**src/rtl/crmc_pkg.sv**
```systemverilog
// ----------------------------------------------------------------------------
// crmc_pkg: shared types and constants for the capture rectangle classifier
// Rectangle layouts, result status codes and configuration register indexes.
// ----------------------------------------------------------------------------
package crmc_pkg;

    localparam int COORD_W      = 16;
    localparam int RECT_W       = 4 * COORD_W;
    localparam int NUM_RECT_REGS = 4;
    localparam int MAX_MONITORS_DEF = 4;
    localparam int CFG_IDX_W    = 3;
    localparam int COUNT_W      = 3;
    localparam int MON_IDX_W    = 2;

    // Configuration register indexes
    localparam logic [CFG_IDX_W-1:0] CFG_MON_COUNT  = 3'd0;
    localparam logic [CFG_IDX_W-1:0] CFG_MON_RECT0  = 3'd1;
    localparam logic [CFG_IDX_W-1:0] CFG_MON_RECT1  = 3'd2;
    localparam logic [CFG_IDX_W-1:0] CFG_MON_RECT2  = 3'd3;
    localparam logic [CFG_IDX_W-1:0] CFG_MON_RECT3  = 3'd4;
    localparam logic [CFG_IDX_W-1:0] CFG_PARTIAL    = 3'd5;

    // Result status codes; minimized through cross are in priority order
    typedef enum logic [2:0] {
        ST_READY      = 3'd0,
        ST_MINIMIZED  = 3'd1,
        ST_HIDDEN     = 3'd2,
        ST_INVALID    = 3'd3,
        ST_NO_MONITOR = 3'd4,
        ST_OFFSCREEN  = 3'd5,
        ST_CROSS      = 3'd6,
        ST_PARTIAL    = 3'd7
    } t_status;

    // Signed rectangle, left edge in the low bits (matches the register packing)
    typedef struct packed {
        logic signed [COORD_W-1:0] b;
        logic signed [COORD_W-1:0] r;
        logic signed [COORD_W-1:0] t;
        logic signed [COORD_W-1:0] l;
    } t_rect;

    // Rectangle relative to a monitor origin
    typedef struct packed {
        logic [COORD_W-1:0] b;
        logic [COORD_W-1:0] r;
        logic [COORD_W-1:0] t;
        logic [COORD_W-1:0] l;
    } t_src;

    // One request word
    typedef struct packed {
        t_rect rect;
        logic  minimized;
        logic  hidden;
    } t_req;

    // Clip of the request against one monitor
    typedef struct packed {
        logic  hit;
        t_rect vis;
        t_src  src;
    } t_clip;

    // One result word
    typedef struct packed {
        t_status              status;
        logic [MON_IDX_W-1:0] monitor_index;
        logic                 full_vis;
        t_rect                vis;
        t_src                 src;
    } t_result;

endpackage

```
**src/rtl/crmc_clip.sv**
```systemverilog
// ----------------------------------------------------------------------------
// crmc_clip: clip the request against one monitor rectangle
// Intersection, positive-area test and monitor-relative coordinates.
// ----------------------------------------------------------------------------
module crmc_clip
    import crmc_pkg::*;
(
    input  t_rect i_req,
    input  t_rect i_mon,
    output t_clip o_clip
);

    t_rect c;

    // Intersection edges
    always_comb begin
        c.l = (i_req.l > i_mon.l) ? i_req.l : i_mon.l;
        c.t = (i_req.t > i_mon.t) ? i_req.t : i_mon.t;
        c.r = (i_req.r < i_mon.r) ? i_req.r : i_mon.r;
        c.b = (i_req.b < i_mon.b) ? i_req.b : i_mon.b;
    end

    // Overlap counts only with positive width and height; an empty monitor never hits
    assign o_clip.hit   = (c.r > c.l) && (c.b > c.t);
    assign o_clip.vis   = c;
    assign o_clip.src.l = COORD_W'(c.l - i_mon.l);
    assign o_clip.src.t = COORD_W'(c.t - i_mon.t);
    assign o_clip.src.r = COORD_W'(c.r - i_mon.l);
    assign o_clip.src.b = COORD_W'(c.b - i_mon.t);

endmodule

```
**config.mk**
```make
export PLATFORM = sky130hd
export DESIGN_NAME = crmc_clip
export DESIGN_NICKNAME = d
export VERILOG_FILES = /design/src/rtl/crmc_pkg.sv /design/src/rtl/crmc_clip.sv
export SDC_FILE = /design/constraint.sdc
export NUM_CORES = 1
export LEC_CHECK = 0
export ABC_AREA = 1
export BUFFER_PORTS_ARGS = -buffer_cell sky130_fd_sc_hd__buf_2
export CORE_MARGIN = 4
export CORE_UTILIZATION = 40
export DETAILED_ROUTE_END_ITERATION = 10
export GPL_TIMING_DRIVEN = 0
export PLACE_DENSITY = 0.71
export REMOVE_ABC_BUFFERS = 1
export SYNTH_ARGS = -nofsm -noshare
export SYNTH_HDL_FRONTEND = slang
export SYNTH_SLANG_ARGS = --single-unit
```
**constraint.sdc**
```tcl
create_clock -name vclk -period 6.03
set_input_delay 1.5075 -clock vclk [all_inputs]
set_output_delay 1.5075 -clock vclk [all_outputs]
set_load 0.02 [all_outputs]
```
==> results.md <==
* Outcome: complete, but fails checks
* Failing checks: negative setup slack
* Fin util at 0.7521
* Global-route wire length before repair at around 39000 µm
* Number of max-cap violations at 0
* Area contributors post-synth: ha_1, nand2_1, inv_1
* RePlAce Congestion at 0.9250
* Leak pwr at 5.529 nW
* WL/cell at 20.07 µm
* Synth warn at 0
* Slowest cell on crit path: or2_2
* Cell Chain, Critical Path: buf_2 > inv_2 > ha_4 > nand2_2 > inv_2 > nand2_2 > a31oi_1 > nor2_1 > nand3b_1 > nand2_8 > buf_6 > nand2_8 > buf_4 > o21ai_2 > ha_1 > a21oi_1 > o21a_1 > o21ai_0 > or2_2 > o21ai_2 > nor2_1 > buf_4
* Final hold vios at 0
* Fin crit period at 6461 ps
* Worst path required time at 4520 ps
* Post-Syn Area at 6098 µm²
* Initial antenna violation count at 7
* GR Overflow Total at 0
* CP peak stage delay at 350 ps
* Post-synthesis cell count at just under 1000
* Site row count at 44
* Critical Path AT at slightly below 5000 ps
* Share of layout cells above drive strength 1 at 0.5668
* Setup crit end kind: primary output
* Fillers at just under 1000
* Most frequent cells in the layout: buf_2, nand2_1, buf_4, inv_1, ha_1
* Worst Hold Class: in2out
* Netlist cell types at 33
* Die Y at between 100 and 150 µm
* Fin crit share at 1.071
* Initial Util at 0.4133
* Total Routed Length at 31130 µm
* TritonRoute pass-1 iters at 5
* Clock buffers at 0
* Post-route cell area at 11100 µm²
* Starting DRT DRC Count at roughly 640
* CP top delay family: simple AND/OR/NAND/NOR gates
* Layout area overhead at 81.97%
* Peak Freq at roughly 150 MHz
* Register area share after synthesis at 0
* Die Width at around 130 µm
* Commonest non-fill, non-tap cell in the layout: buf_2
* Slew @ Worst Pin at 438.9 ps
* Max VDD drop at 0.0001296 V
* Post-DP HPWL at approximately 18000 µm
* I/O pin cnt at 257
* Largest net degree at the start of global routing at 17
* Max-slew violations at 0
* Core area at 14750 µm²
* FF/Latch Area at 0 µm²
* Vias per cell at approximately 5.9
* Startpoint types: input pin
* Vias in the first global route at around 8100
* Relative slew slack at 0.7054
* Cell area power density at 237.1 nW/µm²
* Detailed-route via count at slightly above 9000
* Final hold slack at 3387 ps
* Critical path fanouts, max at 7
* Setup TNS at -4274 ps
* Die area at around 17000 µm²
* Leading area contributor after synthesis: ha_1
* Port Buf Inserts at approximately 260
* Synth top area share at 0.3160
* Final ANT Viol Nets at 0
* Gr usage total at 0.2684
* Setup Crit Path Kind: in2out
* RSZ-0062 raised after global routing: yes
* Seq_cells at 0
* Fin worst setup slack at -430.7 ps
* DP Area at about 7500 µm²
* Hold buffer count at cts at 0
* Nets at 1650
* Buf/Inv on CP at 6
* Syn_area_per_cell at 6.185 µm²
* Setup violators final at 25
* Drt drc at 0
==> logic make-up (layout without fill, tap and decap cells) <==
kind of cell             Yosys count  count (layout)  share of synthesized area
AO/OA/AOI/OAI                    216             216                     0.2132
AND/OR/NAND/NOR                  371             376                     0.2565
other                              0               5                          0
adder cells (fa/ha/maj)          158             158                     0.3291
buffers and inverters            189             560                     0.1266
XOR/XNOR                          52              52                    0.07468
==> repair_timing <==
action / in CTS / in global routing
setup endpoints to repair: 52 / 38
buffers inserted: 74 / 51
gates resized for setup: 322 / 269
cloned: 8 / 1
hold endpoints to repair: 0 / 0
pin swaps: 101 / 114
==> synthesized netlist by cell type, types with 2 or more instances <==
| cell type | number |
|---|---|
| a21boi_0 | 4 |
| a21oi_1 | 97 |
| a31oi_1 | 2 |
| buf_2 | 2 |
| buf_4 | 2 |
| buf_6 | 7 |
| fa_1 | 4 |
| ha_1 | 154 |
| inv_1 | 175 |
| inv_2 | 2 |
| nand2_1 | 240 |
| nand2_2 | 4 |
| nand3_1 | 56 |
| nand3b_1 | 4 |
| nand4_1 | 12 |
| nor2_1 | 37 |
| nor3_1 | 9 |
| nor3_2 | 2 |
| nor4_1 | 3 |
| o21a_1 | 5 |
| o21ai_0 | 46 |
| o21ai_1 | 7 |
| o21ai_2 | 45 |
| o21bai_1 | 4 |
| o31ai_1 | 4 |
| or2_2 | 2 |
| xnor2_1 | 16 |
| xor2_1 | 36 |
==> metrics by stage <==
| step | worst slack, ps | instances | total power [mW] |
|---|---|---|---|
| finish | -430.7 | 1551 | 2.631 |
| global route | -534.9 | 1551 | 2.785 |
| CTS | -98.03 | 1497 | 2.111 |
| detailed placement | -1093 | 1415 | 1.766 |
| global placement | -1062 | 1415 | 1.749 |
| floorplan | -624.7 | 974 | 1.228 |
==> where the power goes <==
part           internal, mW   total [mW]  switching, mW
combinational          1.05         2.63           1.58
sequential                0            0              0
clock           0.000000111  0.000000111              0
==> path summary, 6_finish.rpt <==
kind | to | start | cells after the start | slack [ps]
setup / recovery | o_clip[128] | i_mon[26] | 22 | -430
hold / removal | o_clip[79] | i_req[15] | 4 | 3390
==> layer usage <==
| metal | track usage | vias to the layer above | routed length, µm |
|---|---|---|---|
| met1 | 0.3009 | 4189 | 10970 |
| met5 | 0 | - | 21 |
| met2 | 0.5006 | 590 | 15080 |
| li1 | - | 4076 | - |
| met3 | 0.05428 | 225 | 2709 |
| met4 | 0.09627 | 4 | 2344 |
==> area by class of cell <==
class              count  area, µm²  area share
inverters            177      769.5     0.06934
diodes                 5      12.51    0.001128
repair inverters       4      37.54    0.003383
well taps            184      230.2     0.02075
repair buffers       379       2592      0.2336
multi-input cells    802       7455      0.6718
(Power assumes the default switching activity.)
