## src/rtl/crmc_pkg.sv

```systemverilog
// ----------------------------------------------------------------------------
// crmc_pkg: shared types and constants for the capture rectangle classifier
// Rectangle layouts, result status codes and configuration register indexes.
// ----------------------------------------------------------------------------
package crmc_pkg;

    localparam int COORD_W      = 16;
    localparam int RECT_W       = 4 * COORD_W;
    localparam int NUM_RECT_REGS = 4;
    localparam int MAX_MONITORS_DEF = 4;
    localparam int CFG_IDX_W    = 3;
    localparam int COUNT_W      = 3;
    localparam int MON_IDX_W    = 2;

    // Configuration register indexes
    localparam logic [CFG_IDX_W-1:0] CFG_MON_COUNT  = 3'd0;
    localparam logic [CFG_IDX_W-1:0] CFG_MON_RECT0  = 3'd1;
    localparam logic [CFG_IDX_W-1:0] CFG_MON_RECT1  = 3'd2;
    localparam logic [CFG_IDX_W-1:0] CFG_MON_RECT2  = 3'd3;
    localparam logic [CFG_IDX_W-1:0] CFG_MON_RECT3  = 3'd4;
    localparam logic [CFG_IDX_W-1:0] CFG_PARTIAL    = 3'd5;

    // Result status codes; minimized through cross are in priority order
    typedef enum logic [2:0] {
        ST_READY      = 3'd0,
        ST_MINIMIZED  = 3'd1,
        ST_HIDDEN     = 3'd2,
        ST_INVALID    = 3'd3,
        ST_NO_MONITOR = 3'd4,
        ST_OFFSCREEN  = 3'd5,
        ST_CROSS      = 3'd6,
        ST_PARTIAL    = 3'd7
    } t_status;

    // Signed rectangle, left edge in the low bits (matches the register packing)
    typedef struct packed {
        logic signed [COORD_W-1:0] b;
        logic signed [COORD_W-1:0] r;
        logic signed [COORD_W-1:0] t;
        logic signed [COORD_W-1:0] l;
    } t_rect;

    // Rectangle relative to a monitor origin
    typedef struct packed {
        logic [COORD_W-1:0] b;
        logic [COORD_W-1:0] r;
        logic [COORD_W-1:0] t;
        logic [COORD_W-1:0] l;
    } t_src;

    // One request word
    typedef struct packed {
        t_rect rect;
        logic  minimized;
        logic  hidden;
    } t_req;

    // Clip of the request against one monitor
    typedef struct packed {
        logic  hit;
        t_rect vis;
        t_src  src;
    } t_clip;

    // One result word
    typedef struct packed {
        t_status              status;
        logic [MON_IDX_W-1:0] monitor_index;
        logic                 full_vis;
        t_rect                vis;
        t_src                 src;
    } t_result;

endpackage

```

## src/rtl/crmc_classify.sv

```systemverilog
// ----------------------------------------------------------------------------
// crmc_classify: priority classification of one clipped request
// Picks the single overlapping monitor and builds the result word.
// ----------------------------------------------------------------------------
module crmc_classify
    import crmc_pkg::*;
#(
    parameter int MAX_MONITORS = MAX_MONITORS_DEF
) (
    input  t_req                     i_req,
    input  t_clip [MAX_MONITORS-1:0] i_clip,
    input  logic [COUNT_W-1:0]       i_mon_count,
    input  logic                     i_partial,
    output t_result                  o_result
);

    localparam logic [COUNT_W-1:0] MaxCnt = COUNT_W'(MAX_MONITORS);

    logic [COUNT_W-1:0]   cnt;
    logic                 found;
    logic                 multi;
    logic [MON_IDX_W-1:0] sel;
    t_clip                pick;
    logic                 req_ok;
    logic                 full;

    // Monitors in use, count saturated at the lane count
    assign cnt    = (i_mon_count > MaxCnt) ? MaxCnt : i_mon_count;
    assign req_ok = (i_req.rect.r > i_req.rect.l) && (i_req.rect.b > i_req.rect.t);

    // First hit and multi-hit detection across lanes
    always_comb begin
        found = 1'b0;
        multi = 1'b0;
        sel   = '0;
        pick  = '0;
        for (int i = 0; i < MAX_MONITORS; i++) begin
            if (i_clip[i].hit && (COUNT_W'(i) < cnt)) begin
                if (found) begin
                    multi = 1'b1;
                end else begin
                    found = 1'b1;
                    sel   = MON_IDX_W'(i);
                    pick  = i_clip[i];
                end
            end
        end
    end

    assign full = (pick.vis == i_req.rect);

    // Status priority; early statuses leave all other fields zero
    always_comb begin
        o_result = '0;
        if (i_req.minimized) begin
            o_result.status = ST_MINIMIZED;
        end else if (i_req.hidden) begin
            o_result.status = ST_HIDDEN;
        end else if (!req_ok) begin
            o_result.status = ST_INVALID;
        end else if (cnt == '0) begin
            o_result.status = ST_NO_MONITOR;
        end else if (!found) begin
            o_result.status = ST_OFFSCREEN;
        end else if (multi) begin
            o_result.status = ST_CROSS;
        end else begin
            o_result.status        = (!full && i_partial) ? ST_PARTIAL : ST_READY;
            o_result.monitor_index = sel;
            o_result.full_vis      = full;
            o_result.vis           = pick.vis;
            o_result.src           = pick.src;
        end
    end

endmodule

```

## config.mk

```make
export PLATFORM = sky130hd
export DESIGN_NAME = crmc_classify
export DESIGN_NICKNAME = d
export VERILOG_FILES = /design/src/rtl/crmc_pkg.sv /design/src/rtl/crmc_classify.sv
export SDC_FILE = /design/constraint.sdc
export NUM_CORES = 1
export LEC_CHECK = 0
export CORE_AREA = 3 3 275 277
export DETAILED_ROUTE_END_ITERATION = 10
export DIE_AREA = 0 0 278 280
export DONT_BUFFER_PORTS = 1
export REMOVE_ABC_BUFFERS = 1
export SYNTH_ARGS = -nofsm -noshare
export SYNTH_HDL_FRONTEND = slang
export SYNTH_SLANG_ARGS = --single-unit
```

## constraint.sdc

```tcl
create_clock -name vclk -period 3.6
set_input_delay 0.36 -clock vclk [all_inputs]
set_output_delay 0.36 -clock vclk [all_outputs]
set_load 0.01 [all_outputs]
```

==> impl_results.md <==
* Outcome: finished clean
* Final wirelength at about 70 mm
* Max-Cap Viols at 0
* Area contributors post-synth: a222oi_1 11%, a31oi_1 10%, nand3_1 7.0%
* Clock Buffer Count at 0
* 1st-pass router iterations at 9
* Area grow syn2layout at 41.4%
* Critical Path AT at around 3.2 ns
* Row count at 99
* Antenna Nets Post-Route at 0
* 1st-iter DRT viols at between 1,000 and 1,500
* Synthesized area at about 6100 µm²
* Initial antenna violation count at 40
* Ys Warns at 0
* Synthesized area per cell at 6.79 µm²
* Leakage power at between 2 and 3 nW
* GRT Total Usage at 0.166
* Worst setup margin at between 0.03 and 0.04 ns
* Die width at 278 µm
* Adder-cell area share of the yosys netlist at 0.0658
* Fin Setup TNS at 0 ns
* # setup viols final at 0
* Seq cells at 0
* Fmax at 0.280 GHz
* Simple-Gate Fraction of Synth Area at 0.367
* Layout cells sized above 1 at 0.253
* Crit end category: output pin
* Hpwl dp at approximately 62 mm
* PwrDens at approximately 100 nW/µm²
* Synth unique cells at 61
* Die area at a little under 80,000 µm²
* Final period utilization at 0.991
* Most frequent cells after synthesis: 98 x a31oi_1, 85 x nand3_1, 73 x a21oi_1
* Post-synthesis compound-gate area fraction at 0.429
* Hold path depth at 1
* Synth top area share at 0.107
* Setup CP Type: input port to output pin
* Area of the multi-input gates at around 5600 µm²
* Mapped Cells at between 800 and 900
* Nets at between 1,500 and 2,000
* Core Box Area at 73,100 µm²
* Tmin final at roughly 3.6 ns
* Storage cell area at 0 µm²
* Peak supply drop at 0.0856 mV
* Port bufs at 0
* Largest family of logic cells by synthesized area: compound AO/OA/AOI/OAI gates
* Worst Hold Class: input port to output pin
* Tightest Pin Transition at approximately 0.77 ns
* Initial core utilization at 0.0832
* Routability cong. at roughly 0.90
* Filler cells at 8,570
* Post-Synth XOR/XNOR Area at 0.0230
* Chip Height at 280 µm
* Global-route wire length before repair at between 80 and 90 mm
* Final Hold Vio Count at 0
* Wire length per cell at 35.9 µm
* Total grt overflow at 0
* RSZ-0062 raised after global routing: yes
* Register area share after synthesis at 0
* Most frequent cell after synthesis: a31oi_1
* Place WS at -0.435 ns
* Max Slew Vio Count at 0
* Cell taking the most area after synthesis: a222oi_1
* Crit Path Max Fanout at 43
* DRC violation count after routing at 0
* Avg Vias per Cell at ~5
* Mux cell area share after synthesis at 0
* Top Ports at 720
* Rel. slew slack at 0.483
* Largest net degree at the start of global routing at 75
* Startpoint Class: input port
* Via count at ~9,700
* Req. time, crit path at 3.24 ns
* Vias in the first global route at about 9,000
[area by class of cell]
type                       count  area share
antenna                       24     0.00698
inverter                      38      0.0166
multi-input combinational    755       0.646
tap                          959       0.140
timing repair buffer         198       0.191
[cell families after synthesis]
group / after synthesis
and+or+nand+nor: 364
AOI/OAI and AO/OA: 343
xor gates and xnor gates: 16
buffers and inverters: 140
adders and majority gates: 32
[layer usage]
| metal | routed length, µm | GRT usage | vias up | share of wire |
|---|---|---|---|---|
| li1 | - | - | 3996 | - |
| met1 | 26400 | 0.183 | 4698 | 0.37 |
| met2 | 32400 | 0.280 | 824 | 0.46 |
| met3 | 8710 | 0.0774 | 162 | 0.12 |
| met4 | 3240 | 0.0624 | 16 | 0.046 |
| met5 | 115 | 0 | - | 0.0016 |
[power breakdown]
part / switching, mW / total (mW) / internal [mW]
combinational: 0.495 / 0.861 / 0.366
sequential: 0 / 0 / 0
clock: 0 / 0.000000921 / 0.000000920
total: 0.495 / 0.861 / 0.366
[repair_timing]
action	4_1_cts	5_1_grt
pin swaps	5	5
endpoints found under the setup margin	4	10
hold buffers	0	0
cloned	0	0
resized for setup	7	15
setup buffers	3	3
[stage by stage]
stage | hold WS [ns] | area, µm² | utilization | instances | power [mW]
2_1_floorplan | 0.769 | 5530 | - | 793 | 0.475
3_3_place_gp | 0.781 | 8350 | 0.114 | 1944 | 0.833
3_5_place_dp | 0.779 | 8350 | 0.114 | 1944 | 0.837
4_1_cts | 0.779 | 8430 | 0.115 | 1947 | 0.854
5_1_grt | 0.781 | 8570 | 0.117 | 1961 | 0.925
6_report | 0.779 | 8600 | 0.118 | 1974 | 0.861
[placed cells by master, fill, tap and decap left out, types with 4 or more instances in the layout]
| master | instances |
|---|---|
| a21o_1 | 6 |
| a21oi_1 | 70 |
| a221o_1 | 4 |
| a222oi_1 | 65 |
| a22o_1 | 5 |
| a22oi_1 | 15 |
| a22oi_2 | 9 |
| a31oi_1 | 98 |
| a32o_1 | 6 |
| a32oi_1 | 19 |
| a32oi_2 | 7 |
| and3_1 | 14 |
| and4_1 | 28 |
| buf_12 | 11 |
| buf_4 | 186 |
| diode_2 | 24 |
| ha_1 | 32 |
| inv_1 | 38 |
| nand2_1 | 71 |
| nand3_1 | 85 |
| nand4_1 | 56 |
| nor2_1 | 17 |
| nor2b_1 | 4 |
| nor3_1 | 8 |
| nor3b_1 | 5 |
| nor4b_1 | 12 |
| nor4b_2 | 6 |
| nor4bb_1 | 28 |
| o21a_1 | 6 |
| o21ai_0 | 5 |
| xnor2_1 | 13 |
[worst max-delay path, stage by stage]
cell	delay, ns
o31a_2	0.36
buf_12	0.19
buf_4	0.23
a32o_1	0.26
a211oi_4	0.20
buf_12	0.15
xor2_1	0.18
nand4_1	0.22
nor4_2	0.37
nand3_2	0.16
a2111o_1	0.46
[worst paths after layout]
check                      start             to  slack, ns
setup / recovery  i_mon_count[2]  o_result[131]       0.03
hold / removal          i_req[1]  o_result[133]       0.78
No activity file was read; power rests on OpenSTA's default activity.
